==> src/rtl/rog_pkg.sv <==
// Package for range_outlier_gate: beat types, register indexes, FSM states
// and fixed-point constants. No dependencies.
package rog_pkg;

  localparam int Q_SHIFT = 24;

  localparam logic [15:0] COUNT_MAX          = 16'hFFFF;
  localparam logic [15:0] MIN_DISTANCE_RESET = 16'd10;
  localparam logic [31:0] SPEED_MAX          = 32'h7FFF_FFFF;
  localparam logic [31:0] SPEED_MIN          = 32'h8000_0000;

  localparam logic [0:0] ACT_SAMPLE = 1'b0;
  localparam logic [0:0] ACT_START  = 1'b1;

  localparam logic [1:0] REG_INIT_POSITION = 2'd0;
  localparam logic [1:0] REG_INIT_SPEED    = 2'd1;
  localparam logic [1:0] REG_MAX_SPEED     = 2'd2;
  localparam logic [1:0] REG_MIN_DISTANCE  = 2'd3;

  typedef struct packed {
    logic [0:0]  action;
    logic [31:0] timestamp_us;
    logic [15:0] distance;
  } rog_sample_t;

  typedef struct packed {
    logic [15:0] filtered_distance;
    logic [0:0]  is_outlier;
    logic [15:0] outlier_total;
  } rog_result_t;

  typedef enum logic [2:0] {
    ST_IDLE,
    ST_MUL,
    ST_DEV,
    ST_CMP,
    ST_DIV,
    ST_FIN
  } rog_state_t;

endpackage

==> src/rtl/range_outlier_gate.sv <==
// Top level of the range-sample outlier gate. Uses rog_pkg, rog_mul and
// rog_div.
//
// The gate takes one beat at a time. A start beat goes straight to the
// result state. A distance sample runs a 32-step bit-serial multiply (drift
// and allowed deviation in parallel, one elapsed-time bit per cycle), then
// a deviation state and a compare state: a rejected sample, or one with
// zero elapsed time, then goes to the result state. An accepted sample first
// runs the 40-step restoring divider for the new speed. A new beat is taken
// as soon as the previous result sits in the output register, even while
// that result waits for result_ready.
module range_outlier_gate
  import rog_pkg::*;
(
  input  logic        clk,
  input  logic        rst,
  // sample channel
  input  logic        sample_valid,
  output logic        sample_ready,
  input  rog_sample_t sample,
  // result channel
  output logic        result_valid,
  input  logic        result_ready,
  output rog_result_t result,
  // configuration port
  input  logic        psel,
  input  logic        penable,
  input  logic        pwrite,
  input  logic [3:0]  paddr,
  input  logic [31:0] pwdata,
  output logic [31:0] prdata,
  output logic        pready
);

  // Configuration registers.
  logic [15:0] initial_position;
  logic [31:0] initial_speed;
  logic [30:0] max_speed;
  logic [15:0] min_distance;

  // Tracker state.
  logic [15:0] last_position;
  logic [31:0] last_speed;
  logic [31:0] last_time;
  logic [15:0] rejected_count;

  // Per-sample working registers.
  logic [15:0] dist_r;
  logic [31:0] ts_r;
  logic [31:0] dt_r;
  logic [15:0] gap_abs_r;
  logic        gap_neg_r;
  logic        spd_neg_r;
  logic        below_min_r;
  logic        num_neg_r;
  logic [63:0] dev_r;
  logic        outlier_r;

  rog_state_t state, state_next;

  logic        sample_take;
  logic        mul_start;
  logic        div_start;
  logic        out_load;
  logic        reject;

  logic [31:0] dt_now;
  logic [31:0] spd_mag;
  logic        mul_done;
  logic [63:0] drift;
  logic [62:0] allowed;
  logic        div_done;
  logic [39:0] quo_mag;
  logic [31:0] speed_sat;
  logic [63:0] gap_wide;
  logic        cfg_wr;

  // APB: writes complete in the access phase, no wait states.
  assign pready = 1'b1;
  assign cfg_wr = psel && penable && pwrite;

  always_comb begin
    unique case (paddr[3:2])
      REG_INIT_POSITION: prdata = {16'd0, initial_position};
      REG_INIT_SPEED:    prdata = initial_speed;
      REG_MAX_SPEED:     prdata = {1'b0, max_speed};
      REG_MIN_DISTANCE:  prdata = {16'd0, min_distance};
      default:           prdata = '0;
    endcase
  end

  always_ff @(posedge clk) begin
    if (rst) begin
      initial_position <= '0;
      initial_speed    <= '0;
      max_speed        <= '0;
      min_distance     <= MIN_DISTANCE_RESET;
    end else if (cfg_wr) begin
      unique case (paddr[3:2])
        REG_INIT_POSITION: initial_position <= pwdata[15:0];
        REG_INIT_SPEED:    initial_speed    <= pwdata;
        REG_MAX_SPEED:     max_speed        <= pwdata[30:0];
        REG_MIN_DISTANCE:  min_distance     <= pwdata[15:0];
        default:           ;
      endcase
    end
  end

  // Elapsed time wraps with the microsecond counter.
  assign dt_now  = sample.timestamp_us - last_time;
  assign spd_mag = last_speed[31] ? (~last_speed + 32'd1) : last_speed;

  rog_mul u_mul (
    .clk        (clk),
    .rst        (rst),
    .start      (mul_start),
    .multiplier (dt_now),
    .mcand_a    (spd_mag),
    .mcand_b    (max_speed),
    .done       (mul_done),
    .prod_a     (drift),
    .prod_b     (allowed)
  );

  rog_div u_div (
    .clk      (clk),
    .rst      (rst),
    .start    (div_start),
    .dividend ({gap_abs_r, 24'd0}),
    .divisor  (dt_r),
    .done     (div_done),
    .quotient (quo_mag)
  );

  // Position gap scaled to Q.24 for the deviation sum.
  assign gap_wide = {24'd0, gap_abs_r, 24'd0};
  assign reject   = below_min_r || (dev_r > {1'b0, allowed});

  // Truncated quotient magnitude, signed and clamped to 32 bits.
  always_comb begin
    if (num_neg_r) begin
      if (quo_mag > {8'd0, SPEED_MIN}) begin
        speed_sat = SPEED_MIN;
      end else begin
        speed_sat = ~quo_mag[31:0] + 32'd1;
      end
    end else begin
      if (quo_mag > {8'd0, SPEED_MAX}) begin
        speed_sat = SPEED_MAX;
      end else begin
        speed_sat = quo_mag[31:0];
      end
    end
  end

  // Next state.
  always_comb begin
    state_next = state;
    unique case (state)
      ST_IDLE: begin
        if (sample_valid) begin
          state_next = (sample.action == ACT_START) ? ST_FIN : ST_MUL;
        end
      end
      ST_MUL: begin
        if (mul_done) begin
          state_next = ST_DEV;
        end
      end
      ST_DEV: state_next = ST_CMP;
      ST_CMP: begin
        state_next = (reject || dt_r == 32'd0) ? ST_FIN : ST_DIV;
      end
      ST_DIV: begin
        if (div_done) begin
          state_next = ST_FIN;
        end
      end
      ST_FIN: begin
        if (!result_valid || result_ready) begin
          state_next = ST_IDLE;
        end
      end
      default: state_next = ST_IDLE;
    endcase
  end

  // Strobes.
  always_comb begin
    sample_ready = (state == ST_IDLE);
    sample_take  = sample_ready && sample_valid;
    mul_start    = sample_take && (sample.action == ACT_SAMPLE);
    div_start    = (state == ST_CMP) && !reject && (dt_r != 32'd0);
    out_load     = (state == ST_FIN) && (!result_valid || result_ready);
  end

  // Control and tracker state.
  always_ff @(posedge clk) begin
    if (rst) begin
      state          <= ST_IDLE;
      result_valid   <= 1'b0;
      last_position  <= '0;
      last_speed     <= '0;
      last_time      <= '0;
      rejected_count <= '0;
    end else begin
      state <= state_next;
      if (out_load) begin
        result_valid <= 1'b1;
      end else if (result_ready) begin
        result_valid <= 1'b0;
      end

      if (sample_take && sample.action == ACT_START) begin
        // Reload from configuration and restart the reject count.
        last_position  <= initial_position;
        last_speed     <= initial_speed;
        last_time      <= sample.timestamp_us;
        rejected_count <= '0;
      end else if (state == ST_CMP) begin
        if (reject) begin
          if (rejected_count != COUNT_MAX) begin
            rejected_count <= rejected_count + 16'd1;
          end
        end else if (dt_r == 32'd0) begin
          // No elapsed time: keep the sample, drop the speed to zero.
          last_speed    <= '0;
          last_position <= dist_r;
          last_time     <= ts_r;
        end
      end else if (state == ST_DIV && div_done) begin
        last_speed    <= speed_sat;
        last_position <= dist_r;
        last_time     <= ts_r;
      end
    end
  end

  // Working registers and result payload.
  always_ff @(posedge clk) begin
    if (sample_take) begin
      dist_r      <= sample.distance;
      ts_r        <= sample.timestamp_us;
      dt_r        <= dt_now;
      spd_neg_r   <= last_speed[31];
      gap_neg_r   <= last_position < sample.distance;
      num_neg_r   <= last_position > sample.distance;
      gap_abs_r   <= (last_position < sample.distance) ?
                     (sample.distance - last_position) :
                     (last_position - sample.distance);
      below_min_r <= sample.distance < min_distance;
      outlier_r   <= 1'b0;
    end
    if (state == ST_DEV) begin
      // Same sign: magnitudes add; opposite signs: take the difference.
      if (spd_neg_r == gap_neg_r) begin
        dev_r <= drift + gap_wide;
      end else if (drift > gap_wide) begin
        dev_r <= drift - gap_wide;
      end else begin
        dev_r <= gap_wide - drift;
      end
    end
    if (state == ST_CMP) begin
      outlier_r <= reject;
    end
    if (out_load) begin
      result.filtered_distance <= last_position;
      result.is_outlier        <= outlier_r;
      result.outlier_total     <= rejected_count;
    end
  end

endmodule

==> src/rtl/rog_mul.sv <==
// Bit-serial shift-add multiplier: two products that share one 32-bit
// multiplier, one multiplier bit per cycle. No dependencies.
module rog_mul (
  input  logic        clk,
  input  logic        rst,
  input  logic        start,
  input  logic [31:0] multiplier,
  input  logic [31:0] mcand_a,
  input  logic [30:0] mcand_b,
  output logic        done,
  output logic [63:0] prod_a,
  output logic [62:0] prod_b
);

  localparam int STEPS = 32;
  localparam int CW    = $clog2(STEPS);

  logic          busy;
  logic [CW-1:0] count;
  logic [31:0]   mult;
  logic [31:0]   ca;
  logic [30:0]   cb;
  logic [31:0]   hi_a;
  logic [31:0]   lo_a;
  logic [30:0]   hi_b;
  logic [31:0]   lo_b;
  logic [32:0]   sum_a;
  logic [31:0]   sum_b;

  assign sum_a = {1'b0, hi_a} + (mult[0] ? {1'b0, ca} : 33'd0);
  assign sum_b = {1'b0, hi_b} + (mult[0] ? {1'b0, cb} : 32'd0);

  always_ff @(posedge clk) begin
    if (rst) begin
      busy  <= 1'b0;
      done  <= 1'b0;
      count <= '0;
    end else begin
      done <= 1'b0;
      if (start) begin
        busy  <= 1'b1;
        count <= '0;
      end else if (busy) begin
        count <= count + 1'b1;
        if (count == CW'(STEPS - 1)) begin
          busy <= 1'b0;
          done <= 1'b1;
        end
      end
    end
  end

  // Shift the partial product right, add the multiplicand on a one bit.
  always_ff @(posedge clk) begin
    if (start) begin
      mult <= multiplier;
      ca   <= mcand_a;
      cb   <= mcand_b;
      hi_a <= '0;
      lo_a <= '0;
      hi_b <= '0;
      lo_b <= '0;
    end else if (busy) begin
      hi_a <= sum_a[32:1];
      lo_a <= {sum_a[0], lo_a[31:1]};
      hi_b <= sum_b[31:1];
      lo_b <= {sum_b[0], lo_b[31:1]};
      mult <= {1'b0, mult[31:1]};
    end
  end

  assign prod_a = {hi_a, lo_a};
  assign prod_b = {hi_b, lo_b};

endmodule

==> src/rtl/rog_div.sv <==
// Restoring divider for unsigned magnitudes, one quotient bit per cycle:
// 40-bit dividend by 32-bit divisor. No dependencies.
module rog_div (
  input  logic        clk,
  input  logic        rst,
  input  logic        start,
  input  logic [39:0] dividend,
  input  logic [31:0] divisor,
  output logic        done,
  output logic [39:0] quotient
);

  localparam int STEPS = 40;
  localparam int CW    = $clog2(STEPS);

  logic          busy;
  logic [CW-1:0] count;
  logic [31:0]   dsr;
  logic [31:0]   rem;
  logic [39:0]   quo;
  logic [32:0]   rem_shift;
  logic [33:0]   diff;

  assign rem_shift = {rem, quo[39]};
  assign diff      = {1'b0, rem_shift} - {2'b00, dsr};

  always_ff @(posedge clk) begin
    if (rst) begin
      busy  <= 1'b0;
      done  <= 1'b0;
      count <= '0;
    end else begin
      done <= 1'b0;
      if (start) begin
        busy  <= 1'b1;
        count <= '0;
      end else if (busy) begin
        count <= count + 1'b1;
        if (count == CW'(STEPS - 1)) begin
          busy <= 1'b0;
          done <= 1'b1;
        end
      end
    end
  end

  // Shift in the next dividend bit; keep the difference when no borrow.
  always_ff @(posedge clk) begin
    if (start) begin
      dsr <= divisor;
      rem <= '0;
      quo <= dividend;
    end else if (busy) begin
      if (!diff[33]) begin
        rem <= diff[31:0];
        quo <= {quo[38:0], 1'b1};
      end else begin
        rem <= rem_shift[31:0];
        quo <= {quo[38:0], 1'b0};
      end
    end
  end

  assign quotient = quo;

endmodule

==> config.mk <==
export PLATFORM = sky130hd
export DESIGN_NAME = range_outlier_gate
export DESIGN_NICKNAME = d
export VERILOG_FILES = /design/src/rtl/rog_pkg.sv /design/src/rtl/range_outlier_gate.sv /design/src/rtl/rog_mul.sv /design/src/rtl/rog_div.sv
export SDC_FILE = /design/constraint.sdc
export NUM_CORES = 2
export LEC_CHECK = 0
export BUFFER_PORTS_ARGS = -buffer_cell sky130_fd_sc_hd__buf_2
export CELL_PAD_IN_SITES_DETAIL_PLACEMENT = 1
export CELL_PAD_IN_SITES_GLOBAL_PLACEMENT = 2
export CORE_ASPECT_RATIO = 1.5
export CORE_MARGIN = 3
export CORE_UTILIZATION = 25
export CTS_CLUSTER_DIAMETER = 150
export DETAILED_ROUTE_END_ITERATION = 6
export GPL_ROUTABILITY_DRIVEN = 0
export PLACE_DENSITY_LB_ADDON = 0.1
export SLEW_MARGIN = 15
export SYNTH_ARGS = -nofsm -noshare
export SYNTH_HDL_FRONTEND = slang
export SYNTH_HIERARCHICAL = 1
export SYNTH_SLANG_ARGS = --single-unit
==> constraint.sdc <==
create_clock -name clk -period 16.3 [get_ports clk]
set_input_delay 0.815 -clock clk [delete_from_list [all_inputs] [get_ports clk]]
set_output_delay 0.815 -clock clk [all_outputs]
set_load 0.005 [all_outputs]
# ---- Word-level counts from Yosys, hierarchy flattened
# Index checks and enable logic that the tools add are counted.
dict set report word_totals {
  register_bits 734
  in_bits 92
  elab_cells 170
}
dict set report classes {
  n_addsub 14
  order_cmp 7
  eq_ne 18
  n_mux 50
  bitwise_logic 5
  reduce_logical 35
}
# op count
set ops {}
lappend ops {{2-to-1 mux 32 bit} 17}
lappend ops {{2-to-1 mux 64 bit} 2}
lappend ops {{one-hot mux 32 bit (4 select lines)} 1}
lappend ops {{2-to-1 mux 16 bit} 6}
lappend ops {{2-to-1 mux 40 bit} 2}
lappend ops {{adder 32 x 1 -> 32 bit, second input constant} 2}
lappend ops {{adder 64 x 40 -> 64 bit} 1}
lappend ops {{greater-than comparator 64 x 40 -> 1 bit} 1}
lappend ops {{greater-than comparator 64 x 63 -> 1 bit} 1}
lappend ops {{inverter 32 bit} 2}
lappend ops {{subtractor 40 x 64 -> 64 bit} 1}
lappend ops {{subtractor 64 x 40 -> 64 bit} 1}
lappend ops {{2-to-1 mux 31 bit} 2}
lappend ops {{greater-than comparator 40 x 31 -> 1 bit, second input constant} 1}
lappend ops {{greater-than comparator 40 x 32 -> 1 bit, second input constant} 1}
lappend ops {{subtractor 33 x 32 -> 34 bit} 1}
lappend ops {{adder 32 x 33 -> 33 bit} 1}
lappend ops {{adder 31 x 32 -> 32 bit} 1}
lappend ops {{logical NOT 32 bit} 1}
lappend ops {{less-than comparator 16 bit} 2}
lappend ops {{nonzero test 32 bit} 1}
lappend ops {{subtractor 16 bit} 2}
lappend ops {{subtractor 32 bit} 1}
lappend ops {{one-hot mux 3 bit (6 select lines)} 1}
lappend ops {{31 further kinds} 77}

# ---- Logic depth before layout (Yosys ltp)
dict set report logic_depth {
  word_depth 7
  mapped_depth 15
  mapped_depth_nobuf 13
}

# ---- Hierarchy
# Netlist, hierarchy kept.
# mod n_inst cells_per_inst area_each_um2 seq_area_each_um2
set modules_own_cells {}
lappend modules_own_cells {range_outlier_gate 1 2890 24951.4 9849.4}
lappend modules_own_cells {rog_mul 1 1062 11408.4 5535.3}
lappend modules_own_cells {rog_div 1 597 6251.0 2962.8}

# ---- Worst setup path before layout
# Ideal clock, no wire load.
dict set report synth_path {
  kind {register -> register}
  start {register u_mul.hi_b[15]}
  end {register u_div.quo[0], in the netlist u_div/quotient[0], enable pin}
  setup_time_ns 0.394
  t_arrival_ns 6.308
  required_time_ns 15.906
  slack_ns 9.597
  stages_incl_launch_ff 13
  period_less_slack_ns 6.703
  path_cell_list {dfxtp_1 inv_1 ha_1 nand4_1 nor4_1 nand4_1 nor2_1 a21oi_1 nor4_1 clkbuf_1 clkbuf_1 nor2_1 inv_1}
}
dict set report synth_between {
  elab_chain_len 5
}
# element line_no
set synth_rtl {}
lappend synth_rtl {{start: declaration} rog_mul.sv:25} ;# logic [30:0] hi_b;
lappend synth_rtl {{start signal: assignment} rog_mul.sv:66} ;# hi_b <= sum_b[31:1];
lappend synth_rtl {{greater-than comparator 64 x 63 -> 1 bit} range_outlier_gate.sv:137} ;# assign reject = below_min_r || (dev_r > {1'b0, allowed});
lappend synth_rtl {{logical OR 1 bit} range_outlier_gate.sv:137}
lappend synth_rtl {{logical NOT 1 bit} range_outlier_gate.sv:193} ;# div_start = (state == ST_CMP) && !reject && (dt_r != 32'd0);
lappend synth_rtl {{logical AND 1 bit (2 in series)} range_outlier_gate.sv:193}
lappend synth_rtl {{named net div_start} range_outlier_gate.sv:63} ;# logic div_start;
lappend synth_rtl {{end signal: assignment} rog_div.sv:52} ;# quo <= dividend;
lappend synth_rtl {{end signal: assignment} rog_div.sv:56} ;# quo <= {quo[38:0], 1'b1};
lappend synth_rtl {{end signal: assignment} rog_div.sv:59} ;# quo <= {quo[38:0], 1'b0};
lappend synth_rtl {{end: declaration} rog_div.sv:20} ;# logic [39:0] quo;
# The timed path passes the listed nets, and every way through them passes these cells.
# A chain may end at the register's enable or synchronous reset.

# ---- Final worst setup path
dict set report layout_path {
  start {register u_mul.hi_b[29]}
  end {register u_div.quo[31], in the netlist u_div/quotient[31], enable pin}
}
dict set report layout_between {
  elab_chain_len 6
}
# element line_no
set layout_rtl {}
lappend layout_rtl {{greater-than comparator 64 x 63 -> 1 bit} range_outlier_gate.sv:137}
lappend layout_rtl {{logical OR 1 bit} range_outlier_gate.sv:137}
lappend layout_rtl {{logical NOT 1 bit} range_outlier_gate.sv:193}
lappend layout_rtl {{logical AND 1 bit (2 in series)} range_outlier_gate.sv:193}
lappend layout_rtl {{named net div_start} range_outlier_gate.sv:63}
lappend layout_rtl {{nonzero test 2 bit (no source line)} -}
# The timed path passes the listed nets, and every way through them passes these cells.

==> metrics.txt <==
placed insts 6,787; fin crit share 29.63%; Top reg by flops dev_r; largest net degree at the start of global routing 102; pwr/cell area about 120 nW/um^2; layout cells sized above 1 10.91%; CP startpoint kind register; Largest register FFs 64; Slowest Stage Delay on Critical Path 0.72 ns; first-pass iteration count of the detailed router 5; Crit. End Element register; CTS tree yes; number of synthesized flops with an enable pin 365; DR vias/cell between 4 and 5; I/O pin total 160; Fin Setup TNS 0 ns; final period demand of the worst path 4.830 ns; Max Cap Viol 0; I/O Buffers 156; vias in the first global route 36,440; achievable frequency 207.0 MHz; Final Instance Count excl. Fillers 6,958; ys async rst share 0%; Avg Inst Size Synth 9.367 sq um; WP data arrival 5.19 ns; CP Class reg -> reg; area of the mapped netlist 42,610 sq um; Hold WS 0.3392 ns; Post-Syn Instances roughly 4,500; Nets 5,034; Slew @ Worst Pin 1.093 ns; Crit Path Max Fanout 101; GRT overflow 0; cts hold-fix bufs 0; Die Span Y 511.6 microns; final setup vio count 0; #FFs+latches synth 734; post-route clock skew 0.03293 ns; full die area 175,500 sq um; Routed WL per cell between 20 and 25 microns; Clock Latency Late Sink 0.71 ns; final core utilization 28.97%; RSZ-0062 raised after global routing false; cell row count about 180; most used cell, CP nor4_2; initial antenna violation count 17; Synth Flop Type dfxtp_1; Synth Warn # 6; sequential share of the synthesized area 43.06%; Clock Pin Slew Worst Setup and Hold Paths ~0.060 ns; Max Slew Vio Count 0; Slew HR roughly 27%; initial cell density of the core 25.29%; CORE AREA roughly 170,000 sq um; VDD IR-drop max 73.37 uV; first-pass GRT wire length 240,700 microns; slowest CP cell nor4_2; final WL approximately 160,000 microns; Die X ~340 microns; gr usage total between 10% and 20%; CTS Root Cell clkbuf_16; Fin. Hold Viols 0; setup bufs post-CTS 0; status finished, final reports clean; Syn-to-layout area delta 14.59%; post-cts gate resize count 0; routed via count ~34,000; # DRC 0; drt first-iter violations 1,150; Synth cell types 105; Clock Path Buffers 3; CP required 16.66 ns; crit-path cells inv_1 > ha_1 > nand4b_1 > nor4_2 > nand4_1 > a31oi_1 > nor3_1 > a21oi_1 > nor4_2 > buf_12 > nor2_1 > clkinv_1 > buf_4; Leakage 18.33 nW; Hold Path Class in -> reg; clock sink count 734; post-detail-place hpwl 123,400 microns; H-tree depth 3; Final ANT Viol Nets 0; CTS Buf Count about 90
critical path: cells and delay by family (launching register included):
family,cells,cell delay (ns)
adder cells (fa/ha/maj),1,0.30
buffers and inverters,4,0.83
flip-flops,1,0.38
AND/OR/NAND/NOR,6,1.93
AO/OA/AOI/OAI,2,0.89
cell families after synthesis:
| family | synth area share (%) |
|---|---|
| AOI/OAI and AO/OA | 17.19 |
| xor gates and xnor gates | 4.460 |
| muxes | 5.832 |
| other | 0.01762 |
| adders and majority gates | 8.862 |
| and+or+nand+nor | 16.00 |
| DFF | 43.06 |
| buffers and inverters | 4.578 |
final timing paths:
kind / cells after the start / slack, ns / to / start
min reg2reg: 0 / 0.45 / u_div/dsr[2]$_DFFE_PP_ / dt_r[2]$_DFFE_PP_
max reg2reg: 13 / 11.47 / u_div/quotient[31]$_DFFE_PP_ / u_mul/hi_b[29]$_SDFFE_PP0P_
min: 1 / 0.34 / ts_r[20]$_DFFE_PP_ / sample[36]
max: 13 / 11.47 / u_div/quotient[31]$_DFFE_PP_ / u_mul/hi_b[29]$_SDFFE_PP0P_
area by class of cell:
| class | count | area [sq um] |
|---|---|---|
| fill | 19410 | 119700 |
| multi-input combinational | 3341 | 22500 |
| sequential | 734 | 18350 |
| tap | 2232 | 2793 |
| clock buffer | 129 | 2501 |
| timing repair buffer | 203 | 1152 |
| inverter | 277 | 1042 |
| clock inverter | 35 | 467.9 |
| antenna | 7 | 17.52 |
cells in the mapped netlist, types with 74 or more instances:
cell type / n / area share [%]
inv_1: 277 / 2.4
xnor2_1: 132 / 2.7
dfxtp_1: 369 / 17
nor2_1: 424 / 3.7
a21o_1: 82 / 1.4
clkbuf_1: 188 / 1.7
xor2_1: 85 / 1.7
a21oi_1: 386 / 4.5
edfxtp_1: 365 / 26
mux2_2: 74 / 2.0
o21ai_0: 163 / 1.9
nand2_1: 529 / 4.7
ha_1: 289 / 8.5
mux2i_1: 129 / 3.0
and2_1: 81 / 1.2
per-stage QoR:
| stage | setup WS [ns] | total power (W) | area (sq um) |
|---|---|---|---|
| 3_5_place_dp | 11.18 | 0.003939 | 45840 |
| 6_report | 11.47 | 0.005937 | 48830 |
| 3_3_place_gp | 11.20 | 0.003937 | 45840 |
| 2_1_floorplan | 9.597 | 0.003359 | 42700 |
| 5_1_grt | 10.95 | 0.006307 | 48820 |
| 4_1_cts | 11.16 | 0.006074 | 48810 |
where the power goes:
part	leakage, nW	switching [W]	internal (W)	total, W
clock network	1.44	0.000858	0.00121	0.00207
logic	10.5	0.00102	0.000565	0.00158
registers	6.42	0.000168	0.00211	0.00228
routing by layer:
layer  GRT usage, %  share of wire (%)
met1          20.13                 40
met2          35.35                 55
met3          2.157                2.6
met4          5.590                2.6
met5              0              0.042
placed cells by master, fill, tap and decap left out, types with 84 or more instances in the layout:
cell type  netlist  routed
xnor2_1        132     131
inv_1          277     275
nor2_1         424     420
clkbuf_16        0      92
a21oi_1        386     386
o21ai_0        163     163
buf_2            9     155
nand2_1        529     529
mux2i_1        129     129
xor2_1          85      84
dfxtp_1        369     367
ha_1           289     289
edfxtp_1       365     365
No activity file was read; power rests on OpenSTA's default activity.
